`config.mk`:
```
export PLATFORM = sky130hd
export DESIGN_NAME = tce_obuf
export DESIGN_NICKNAME = d
export VERILOG_FILES = /design/src/tce_pkg.sv /design/src/tce_obuf.sv
export SDC_FILE = /design/constraint.sdc
export NUM_CORES = 1
export LEC_CHECK = 0
export BUFFER_PORTS_ARGS = -buffer_cell sky130_fd_sc_hd__buf_2
export CORE_MARGIN = 5
export CORE_UTILIZATION = 55
export CTS_CLUSTER_DIAMETER = 120
export DETAILED_ROUTE_END_ITERATION = 12
export PLACE_DENSITY = 0.93
export SETUP_SLACK_MARGIN = 0.1
export SYNTH_ARGS = -nofsm -noshare
export SYNTH_HDL_FRONTEND = slang
export SYNTH_SLANG_ARGS = --single-unit
```
`constraint.sdc`:
```
create_clock -name clk -period 3.6 [get_ports clk]
set_clock_uncertainty 0.15 [all_clocks]
set_input_delay 0.36 -clock clk [delete_from_list [all_inputs] [get_ports clk]]
set_output_delay 0.36 -clock clk [all_outputs]
set_load 0.01 [all_outputs]
```
`src/tce_pkg.sv`:
```
// Shared types and opcodes for the toy CPU execute stage.
package tce_pkg;

  typedef enum logic [3:0] {
    OP_HALT = 4'd0,
    OP_MOV  = 4'd1,
    OP_ADD  = 4'd2,
    OP_SUB  = 4'd3,
    OP_MUL  = 4'd4,
    OP_LD   = 4'd5,
    OP_SW   = 4'd6,
    OP_CMP  = 4'd7,
    OP_BLE  = 4'd8,
    OP_JUMP = 4'd9
  } tce_op_t;

  localparam int PC_W   = 8;
  localparam int DVAL_W = 16;

  typedef struct packed {
    logic [3:0] op;
    logic [7:0] opnd_sel;
    logic [7:0] dest;
    logic [7:0] src;
  } tce_req_t;

  typedef struct packed {
    logic              redirect;
    logic              halted;
    logic [PC_W-1:0]   new_pc;
    logic              le_flag;
    logic              addr_error;
    logic [DVAL_W-1:0] dest_value;
  } tce_rsp_t;

  typedef struct packed {
    logic wen;
    logic is_load;
    logic le_wr;
    logic le_val;
    logic pc_wr;
    logic halt_set;
    logic mem_we;
    logic addr_err;
    logic redirect;
  } tce_ctrl_t;

endpackage

```
`src/tce_obuf.sv`:
```
// Two-entry output queue between the pipeline and the response channel.
module tce_obuf import tce_pkg::*; (
  input  logic     clk,
  input  logic     rst,
  input  logic     push,
  input  tce_rsp_t push_data,
  output logic     room,
  output logic     rsp_valid,
  input  logic     rsp_ready,
  output tce_rsp_t rsp
);

  tce_rsp_t   slot [2];
  logic       wr_ptr;
  logic       rd_ptr;
  logic [1:0] count;
  logic       pop;

  assign pop       = rsp_valid && rsp_ready;
  assign room      = (count != 2'd2);
  assign rsp_valid = (count != 2'd0);
  assign rsp       = slot[rd_ptr];

  always_ff @(posedge clk) begin
    if (push) begin
      slot[wr_ptr] <= push_data;
    end
  end

  always_ff @(posedge clk) begin
    if (rst) begin
      wr_ptr <= 1'b0;
      rd_ptr <= 1'b0;
      count  <= 2'd0;
    end else begin
      if (push) begin
        wr_ptr <= ~wr_ptr;
      end
      if (pop) begin
        rd_ptr <= ~rd_ptr;
      end
      case ({push, pop})
        2'b10:   count <= count + 2'd1;
        2'b01:   count <= count - 2'd1;
        default: count <= count;
      endcase
    end
  end

endmodule

```
# == Word level (Yosys, flattened, before mapping) ==
# Memory sizes are Yosys's and may differ from the RTL's. A register that Yosys moved wholly into a read port is not among the register bits.
# Cells that the tools add are included.
# classes
n_addsub,2
multipliers,0
n_div,0
n_lt_le_gt_ge,0
n_eq_ne,3
n_shift,0
n_mux,5
n_bitwise,2
reduce_logical,3
# ops
operator,n
$mux W1,4
$pmux W2 S2,1
$reduce_bool A2 Y1,2
$add A2 B1 Y2 const B,1
$eq A2 B1 Y1 const B,1
$eq A2 B2 Y1 const B,1
$ne A2 B2 Y1 const B,1
$not A1 Y1,2
$sub A2 B1 Y2 const B,1
$logic_and A1 B1 Y1,1
# totals
ff_bits,4
latch_bits,0
ramBits,56
romBits,0
in_bits,32
wordCells,19
memories,1
# memory_table
memory,words,word_bits,rd,rd_ports_with_merged_regs,write_ports,line_no,rtl
slot,2,28,1,1,1,tce_obuf.sv:13,tce_rsp_t slot [2];

# == Logic depth before layout (Yosys ltp) ==
# logic_depth
depth_word,4
mapped_depth,5

# == Worst setup path before layout ==
# Ideal clock, no wire load.
# synth_path
kind,input -> register
start,input port push
end,"memory slot[0][0] (netlist bit), enable pin"
arrival_time_ns,1.598
required_ns,3.037
slack_ns,1.439
path_stages,2
path_buffers,0
path_cell_list,inv_1 > nor2_1
# synth_via
elab_chain_cells,2
# synth_lines
item,line_no,rtl
start: declaration,tce_obuf.sv:5,"input logic push,"
$mux W1,tce_obuf.sv:25,if (push) begin
$mux W1 (not written as such),tce_obuf.sv:26,slot[wr_ptr] <= push_data;
end: declaration,tce_obuf.sv:13,
# Every way passes these cells.

==> results.cfg <==
[routing]
final_antenna_net_count = 0
vias = 1195
drtPass1Iterations = 4
routed_via_density = 5.09
routed_wl_um = 3760
drc = 0
wl_per_cell_um = 16.0
drtIter0Drc = 48

[synthesis]
yosysTopAreaCellShare = 0.754
seq_area_frac_synth = 0.799
syn_area_um2 = 2230
syn_area_per_cell_um2 = 20.3
ys_warn_count = 0
synth_edf_count = 56
ys_seq_elements = 61
synth_cell_types = 18
netlist.top_cell.by_area = edfxtp_1
synth_common_cells = edfxtp_1, mux2_1, dfxtp_1, mux2_2, nor2_1
synthTopCellsByArea = edfxtp_1, mux2_1, dfxtp_1
synth_most_common_cell = edfxtp_1
synth_ff_type = edfxtp_1
netlist_instances = 110
async_flop_share = 0
syn_nets = 143

[worst_setup_path]
reg2reg_slack_ps = 2010
required_ps = 3090
startpoint_type = flop
crit_path_end_kind = primary output
crit_type = flop to primary output
ff2ff_path_depth = 4
cp_max_fo = 16
critPathMaxStageDelay_ps = 670
critPathBufInv = 2
reg2reg_from = count[0]
cp_top_family = flip-flops
slowest_stage = dfxtp_1
path_cells = buf_4 > mux2_1 > buf_2
rr_endpoint = count[1]
worst-endpoint-arrival_ps = 1830

[clocking]
h-tree-depth = 3
cts_sinks = 61
hold_buffers = 0
cts_tree = built
cts-resized-gates = 0
cts.clk_slew.worst_paths_ps = 60
cts_root_buf = clkbuf_8
cts_setup_buffers = 0
numCtsBuffers = 9
clockBufferDepth = 2
clock_latency_ps = 310

[placed_design]
portBuffers = 61
routabilityCongestion = 0.785
dpl.cell_count = 221
place_hpwl_um = 2700

[die]
num_rows = 23
die_x_um = 73.7
core_um2 = 3970
initial_core_util = 0.562
pin_count = 62
dieArea_um2 = 5430
die_h_um = 73.7

[status]
status = finished clean

[sta]
rsz0062_at_grt = false
slew_headroom = 0.630
setup_viol = 0
min_period_over_period = 0.650
maxSlewViolCount = 0
hold_viol = 0
min_period_ps = 2340
fmax_ghz = 0.427
setup-tns-final_ps = 0
worst_slew_pin_slew_ps = 554

[layout]
drive_gt1_frac = 0.454
final.fill_count = 254
multiInputGateArea_um2 = 428
seqCellArea_um2 = 1780
antenna_cells = 0
syn_to_final_growth_pct = 23.3
layout.cells.non_filler = 235
final_nets = 215

[global_route]
grt_overflow_total = 0
grt_max_degree = 29
grt_pass1_wl_um = 6010
antenna_found_initial = 0
grt.total_usage = 0.152
grt_pass1_vias = 1286

[power_and_ir_drop]
p_leak_uw = 0.00106
ir_worst_vdd_v = 0.000402
p_per_area_nw_per_um2 = 618

[worst_hold_path]
hold_path.class = primary input to flop
hold_depth = 1
hold_start = push_data[4]
whs_endpoint = slot[0][4]

[job]
maxCapViolations = 0
## cell type report
| class | instances | share of cell area |
|---|---|---|
| clock buffer | 11 | 0.0478 |
| clock inverter | 3 | 0.00546 |
| inverter | 1 | 0.00136 |
| multi-input combinational | 45 | 0.156 |
| sequential | 61 | 0.648 |
| tap | 50 | 0.0227 |
| timing repair buffer | 64 | 0.119 |
## worst max-delay path by stage
stage	end	slack, ps	cells after the start
global placement	rsp[15]	1630	3
floorplan	slot[0][0]	1440	2
CTS	rsp[15]	1220	3
finish	rsp[15]	1260	3
global route	rsp[18]	1130	3
detailed placement	rsp[15]	1560	3
## metrics by stage
step           hold slack, ps   util  instance area [um^2]  power (uW)  setup slack (ps)
5_1_grt                  58.0  0.693                  2750        1790              1130
6_report                 84.4  0.693                  2750        1700              1260
3_3_place_gp              341  0.656                  2600        1240              1630
2_1_floorplan             279      -                  2230        1120              1440
3_5_place_dp              372  0.656                  2600        1260              1560
4_1_cts                  69.2  0.693                  2750        1720              1220
## registers in the layout (all words and copies together), names as in the netlist, named ones only
signal  flops
slot       56
count       2
rd_ptr      1
wr_ptr      1
## cells in the final DEF (no fill, tap or decap)
cell,count
a21oi_1,1
and2_1,1
buf_2,61
buf_4,3
clkbuf_1,2
clkbuf_8,9
clkinv_2,3
dfxtp_1,5
edfxtp_1,56
ha_1,1
inv_1,1
mux2_1,23
mux2_2,5
nand2b_1,1
nor2_1,4
nor2_2,1
o21a_2,1
o21ai_0,1
or2_2,1
or3_1,1
xnor2_1,3
xor2_1,1
## power breakdown
part | leakage [uW] | internal [uW] | switching (uW)
clock network | 0.0000788 | 238 | 218
registers | 0.000567 | 837 | 44.3
logic | 0.000412 | 181 | 179
total | 0.00106 | 1260 | 441
## cells by family after synthesis
logic type                 count (synthesis)  share of synthesized area
xor gates and xnor gates                   4                     0.0157
DFF                                       61                      0.799
buffers and inverters                      4                     0.0107
AOI/OAI and AO/OA                          3                    0.00841
and+or+nand+nor                            9                     0.0196
muxes                                     28                      0.141
adders and majority gates                  1                    0.00561
## routing by layer
metal	track usage	part of all wire
met1	0.196	0.43
met4	0.0724	0.017
met5	0	0
met3	0.0397	0.079
met2	0.241	0.48
No activity file was read; power rests on OpenSTA's default activity.
