## src/tce_pkg.sv

```systemverilog
// Shared types and opcodes for the toy CPU execute stage.
package tce_pkg;

  typedef enum logic [3:0] {
    OP_HALT = 4'd0,
    OP_MOV  = 4'd1,
    OP_ADD  = 4'd2,
    OP_SUB  = 4'd3,
    OP_MUL  = 4'd4,
    OP_LD   = 4'd5,
    OP_SW   = 4'd6,
    OP_CMP  = 4'd7,
    OP_BLE  = 4'd8,
    OP_JUMP = 4'd9
  } tce_op_t;

  localparam int PC_W   = 8;
  localparam int DVAL_W = 16;

  typedef struct packed {
    logic [3:0] op;
    logic [7:0] opnd_sel;
    logic [7:0] dest;
    logic [7:0] src;
  } tce_req_t;

  typedef struct packed {
    logic              redirect;
    logic              halted;
    logic [PC_W-1:0]   new_pc;
    logic              le_flag;
    logic              addr_error;
    logic [DVAL_W-1:0] dest_value;
  } tce_rsp_t;

  typedef struct packed {
    logic wen;
    logic is_load;
    logic le_wr;
    logic le_val;
    logic pc_wr;
    logic halt_set;
    logic mem_we;
    logic addr_err;
    logic redirect;
  } tce_ctrl_t;

endpackage

```

## src/tce_alu.sv

```systemverilog
// Operand select, arithmetic, compare and control decode for one instruction.
module tce_alu import tce_pkg::*; #(
  parameter int WORD_BITS = 16,
  parameter int MEM_WORDS = 256
) (
  input  logic [3:0]           op,
  input  logic                 imm,
  input  logic [7:0]           src,
  input  logic [WORD_BITS-1:0] rd,
  input  logic [WORD_BITS-1:0] rs,
  input  logic                 le_cur,
  output logic [WORD_BITS-1:0] result,
  output tce_ctrl_t            ctrl
);

  logic [WORD_BITS-1:0]      imm_val;
  logic [WORD_BITS-1:0]      operand;
  logic [WORD_BITS-1:0]      product;
  logic signed [WORD_BITS:0] left;
  logic signed [WORD_BITS:0] right;
  logic                      in_range;

  assign imm_val  = WORD_BITS'(src);
  assign operand  = imm ? imm_val : rs;
  assign product  = rd * operand;
  assign left     = {rd[WORD_BITS-1], rd};
  assign right    = imm ? {1'b0, imm_val} : {rs[WORD_BITS-1], rs};
  assign in_range = 33'(rs) < 33'(MEM_WORDS);

  always_comb begin
    ctrl   = '0;
    result = operand;
    case (op)
      OP_HALT: begin
        ctrl.halt_set = 1'b1;
        ctrl.redirect = 1'b1;
      end
      OP_MOV: begin
        ctrl.wen = 1'b1;
      end
      OP_ADD: begin
        ctrl.wen = 1'b1;
        result   = rd + operand;
      end
      OP_SUB: begin
        ctrl.wen = 1'b1;
        result   = rd - operand;
      end
      OP_MUL: begin
        ctrl.wen = 1'b1;
        result   = product;
      end
      OP_LD: begin
        if (imm) begin
          ctrl.wen = 1'b1;
          result   = imm_val;
        end else if (in_range) begin
          ctrl.wen     = 1'b1;
          ctrl.is_load = 1'b1;
        end else begin
          ctrl.addr_err = 1'b1;
        end
      end
      OP_SW: begin
        if (in_range) begin
          ctrl.mem_we = 1'b1;
        end else begin
          ctrl.addr_err = 1'b1;
        end
      end
      OP_CMP: begin
        ctrl.le_wr  = 1'b1;
        ctrl.le_val = (left <= right);
      end
      OP_BLE: begin
        if (le_cur) begin
          ctrl.pc_wr    = 1'b1;
          ctrl.redirect = 1'b1;
        end
      end
      OP_JUMP: begin
        ctrl.pc_wr    = 1'b1;
        ctrl.redirect = 1'b1;
      end
      default: begin
      end
    endcase
  end

endmodule

```

## config.mk

```make
export PLATFORM = sky130hd
export DESIGN_NAME = tce_alu
export DESIGN_NICKNAME = d
export VERILOG_FILES = /design/src/tce_pkg.sv /design/src/tce_alu.sv
export SDC_FILE = /design/constraint.sdc
export NUM_CORES = 1
export LEC_CHECK = 0
export BUFFER_PORTS_ARGS = -buffer_cell sky130_fd_sc_hd__buf_2
export CORE_ASPECT_RATIO = 0.7
export CORE_MARGIN = 2
export CORE_UTILIZATION = 55
export DETAILED_ROUTE_END_ITERATION = 16
export PLACE_DENSITY = 0.84
export SYNTH_ARGS = -nofsm -noshare
export SYNTH_HDL_FRONTEND = slang
export SYNTH_SLANG_ARGS = --single-unit
```

## constraint.sdc

```tcl
create_clock -name vclk -period 7.45
set_input_delay 1.1175 -clock vclk [all_inputs]
set_output_delay 1.1175 -clock vclk [all_outputs]
set_load 0.005 [all_outputs]
```

# Yosys cells after proc, flatten, opt, wreduce, memory -nomap -nowiden
# Cells that the tools add are included.
[word_totals]
register_bits = 0
input_bits = 46
output_inout_bits = 25
elab_cells = 36
[op_classes]
add_sub_neg = 2
multipliers = 1
magnitude_cmp = 2
eq_ne = 9
n_mux = 19
n_reduce_logical = 3
[ops]
columns = ["op", "count"]
rows = [
  ["16-bit one-hot mux with 4 select lines", 1],
  ["16-bit two-way mux", 2],
  ["16-bit by 17-bit <= comparator with 1-bit output", 1],
  ["17-bit two-way mux", 1],
  ["16-bit adder", 1],
  ["4-bit by 3-bit == test with 1-bit output (second input constant)", 4],
  ["16-bit by 9-bit < comparator with 1-bit output (second input constant)", 1],
  ["16-bit by 16-bit multiplier with 16-bit output", 1],
  ["16-bit subtractor", 1],
  ["1-bit two-way mux", 9],
  ["4-bit by 2-bit == test with 1-bit output (second input constant)", 2],
  ["4-bit == test (second input constant)", 2],
  ["1-bit one-hot mux with 2 select lines", 4],
  ["4-bit by 1-bit == test with 1-bit output (second input constant)", 1],
  ["4-bit zero test", 1],
  ["2-bit two-way mux", 2],
  ["4-bit OR reduction", 1],
  ["2-bit OR reduction", 1],
]

# Depth between registers and ports, before layout
[depth]
word_depth = 4
depth_mapped = 25
ltp_nobuf = 22

# Worst setup path before layout
# No wires, ideal clock.
[synth_timing]
path_type = "input port to output port"
startpoint = "in imm"
endpoint = "out result[15]"
arrival_time_ns = 6.687
t_required_ns = 6.332
path_slack_ns = -0.355
path_stages = 24
path_buffers = 3
path_cell_list = "buf_6 buf_8 mux2i_4 inv_1 clkbuf_1 and2_1 fa_1 inv_1 fa_1 inv_1 fa_1 fa_1 fa_1 inv_1 fa_1 inv_1 ha_1 and3_1 a21oi_1 o21ai_0 o41ai_1 xnor2_1 nand2_1 o221ai_2"
[synth_via]
elab_chain_len = 3
word_cells_on_any_way = 6
cone_classes = "add/sub (2); mul (1); mux (3)"
[synth_rtl]
columns = ["item", "line", "text"]
rows = [
  ["start: declaration", "tce_alu.sv:7", "input logic imm,"],
  ["16-bit two-way mux", "tce_alu.sv:24", "assign operand = imm ? imm_val : rs;"],
  ["16-bit by 16-bit multiplier with 16-bit output, or another cell as far along", "tce_alu.sv:25", "assign product = rd * operand;"],
  ["16-bit one-hot mux with 4 select lines (*)", "tce_alu.sv:33", "case (op)"],
  ["end: declaration", "tce_alu.sv:12", "output logic [WORD_BITS-1:0] result,"],
]
# Every way passes the cells marked *; elsewhere a longest branch is shown, timed or not.

# Final worst setup path
# Ends and elaborated chain as after synthesis.

==> results_dict.tcl <==
set metrics [dict create \
    status "complete, but fails checks" \
    violations "setup timing" \
    rsz0062_at_grt "true" \
    place_area_um2 6954 \
    yosys_warnings 0 \
    dieArea_um2 11640 \
    viasPerCell 5.685 \
    syn_area_per_cell_um2 8.042 \
    portBuffers 71 \
    path_common_cell "fa_1" \
    die_x_um 128.1 \
    totalWireLength_um 18560 \
    hp-class "in -> out" \
    grt-ovfl-total 0 \
    p_total_mw 2.738 \
    critical-path-slowest-cell "fa_1" \
    synthXorXnorAreaFrac 0.1007 \
    grt_pass1_wl_um 30260 \
    synthAdderAreaFrac 0.4594 \
    synth_mux_area_frac 0.03293 \
    antenna_cells 0 \
    critPathMaxFanout 8 \
    cp.arrival_ns 6.65 \
    synthCells 737 \
    grt_usage 0.3303 \
    grt_max_degree 18 \
    regArea_um2 0 \
    hpwl_um 15320 \
    syn-cell-area_um2 5927 \
    synthDominantAreaCellType "fa_1" \
    vias 5696 \
    finalMaxSlewViolations 0 \
    yosysSeqAreaShare 0 \
    synth-compound-area-share 0.1053 \
    startpoint_type "input pin" \
    synthSimpleGateAreaFrac 0.1982 \
    max_freq_mhz 128.8 \
    seq_cells 0 \
    drc 0 \
    dr.pass1.iters 5 \
    ant_nets 0 \
    num_rows 31 \
    fin_nets 1087 \
    start_util 0.5681 \
    synth_top_family_by_area "adder cells" \
    synth_cell_types 52 \
    fin_hold_ws_ns 2.561 \
    drive_gt1_frac 0.2770 \
    crit_required_ns 6.33 \
    min_period_over_period 1.042 \
    nClkBuffers 0 \
    hold_violations 0 \
    p_leak_nw 3.608 \
    fin_ws_ns -0.3126 \
    max_slew_margin 0.5492 \
    min_period_ns 7.763 \
    dieHeight_um 90.86 \
    max_stage_delay_ns 0.54 \
    area_growth_pct 24.72 \
    ir_worst_vdd_v 0.0003910 \
    finalSetupViolCount 5 \
    gp_congestion 1.018 \
    wire_per_inst_um 18.52 \
    wl_met3_um 1809 \
    drt-initial-drc-count 529 \
    synth_top_area_frac 0.2736 \
    synth_area_leaders "fa_1 (27%), ha_1 (19%), inv_1 (8.0%), xnor2_1 (7.5%), nand2_1 (5.2%)" \
    synth_nets 952 \
    antenna_found_initial 0 \
    end_kind "output pin" \
    max_slew.worst_pin.slew_ns 0.6746 \
    ios 71 \
    p_per_area_nw_per_um2 370.4 \
    timing.max_cap.violations 0 \
    wl_met2_um 8198 \
    criticalPathCategory "in -> out" \
    routed.top_layer "met4" \
    grt_pass1_vias 5917 \
    m1WireLength_um 8318 \
    finalInstanceArea_um2 7392 \
    core_area_um2 10430 \
]
stage by stage:
stage / TNS, ns / cells / setup slack [ns] / util
floorplan: 0 / 737 / 0.01025 / -
global placement: -0.9720 / 991 / -0.3940 / 0.6665
detailed placement: -1.793 / 991 / -0.5501 / 0.6665
CTS: -0.3833 / 994 / -0.1921 / 0.6850
global route: -1.437 / 1002 / -0.4751 / 0.7085
finish: -0.7295 / 1002 / -0.3126 / 0.7085
cell usage after synthesis, types with 3 or more instances:
cell / count
a21o_1: 4
nand3b_1: 5
nand2_1: 82
ha_1: 88
and3_1: 3
nor3_1: 12
a211oi_1: 3
clkinv_1: 3
o21a_1: 7
o21ai_0: 17
o21bai_1: 4
xnor2_1: 51
a21oi_1: 20
clkbuf_1: 17
nor4_1: 3
nand2b_1: 9
mux2i_4: 6
o221ai_1: 13
o31ai_1: 3
and2_1: 47
nor2_1: 60
inv_1: 126
o41ai_1: 4
o211ai_1: 3
xor2_1: 12
fa_1: 81
nor2b_1: 7
nand3_1: 9
inv_2: 5
layout by cell type, fill, tap and decap left out, types with 12 or more instances in the layout:
cell type	count
nand2_1	78
and2_1	40
buf_2	70
o21ai_0	14
inv_1	115
fa_1	76
buf_4	76
inv_2	12
ha_1	75
nor2_1	58
xnor2_1	48
a21oi_1	16
worst max-delay path, delay by kind of cell:
family | cells | cell delay, ns
AOI/OAI and AO/OA | 4 | 0.61
xor gates and xnor gates | 1 | 0.12
adders and majority gates | 7 | 3.26
buffers and inverters | 9 | 0.85
muxes | 1 | 0.28
and+or+nand+nor | 3 | 0.38
final cells by class:
cell class         instances  area [um2]
well taps                132       165.2
repair buffers           155        1052
fillers                  821        3042
inverters                134       515.5
multi-input cells        581        5659
power by group:
group | internal, mW | leakage, nW | switching (mW)
combinational | 1.38 | 3.61 | 1.36
sequential | 0 | 0 | 0
clock | 0 | 0 | 0
worst paths after layout:
| kind | from | depth (start not counted) | slack [ns] | end |
|---|---|---|---|---|
| setup / recovery | imm | 25 | -0.31 | result[15] |
| hold / removal | op[3] | 3 | 2.56 | ctrl[8] |
kinds of logic after synthesis:
group,count (synthesis)
buf+inv,156
mux,11
fa+ha+maj,169
simple gates,246
xor+xnor,65
compound gates,90
repair_timing:
item                                   CTS  global route
hold buffers                             0             0
gates cloned                             0             0
setup buffers                            3             8
gates resized for setup                 39            40
endpoints found under the hold margin    0             0
pin swaps                               28            35
setup endpoints to repair                6             6
per-layer routing:
layer / track usage / up-vias
met5: 0 / -
li1: - / 2621
met3: 0.03969 / 27
met2: 0.5254 / 298
met1: 0.4987 / 2750
met4: 0.03297 / 0
Note: power is estimated with default switching activity, not from simulation.
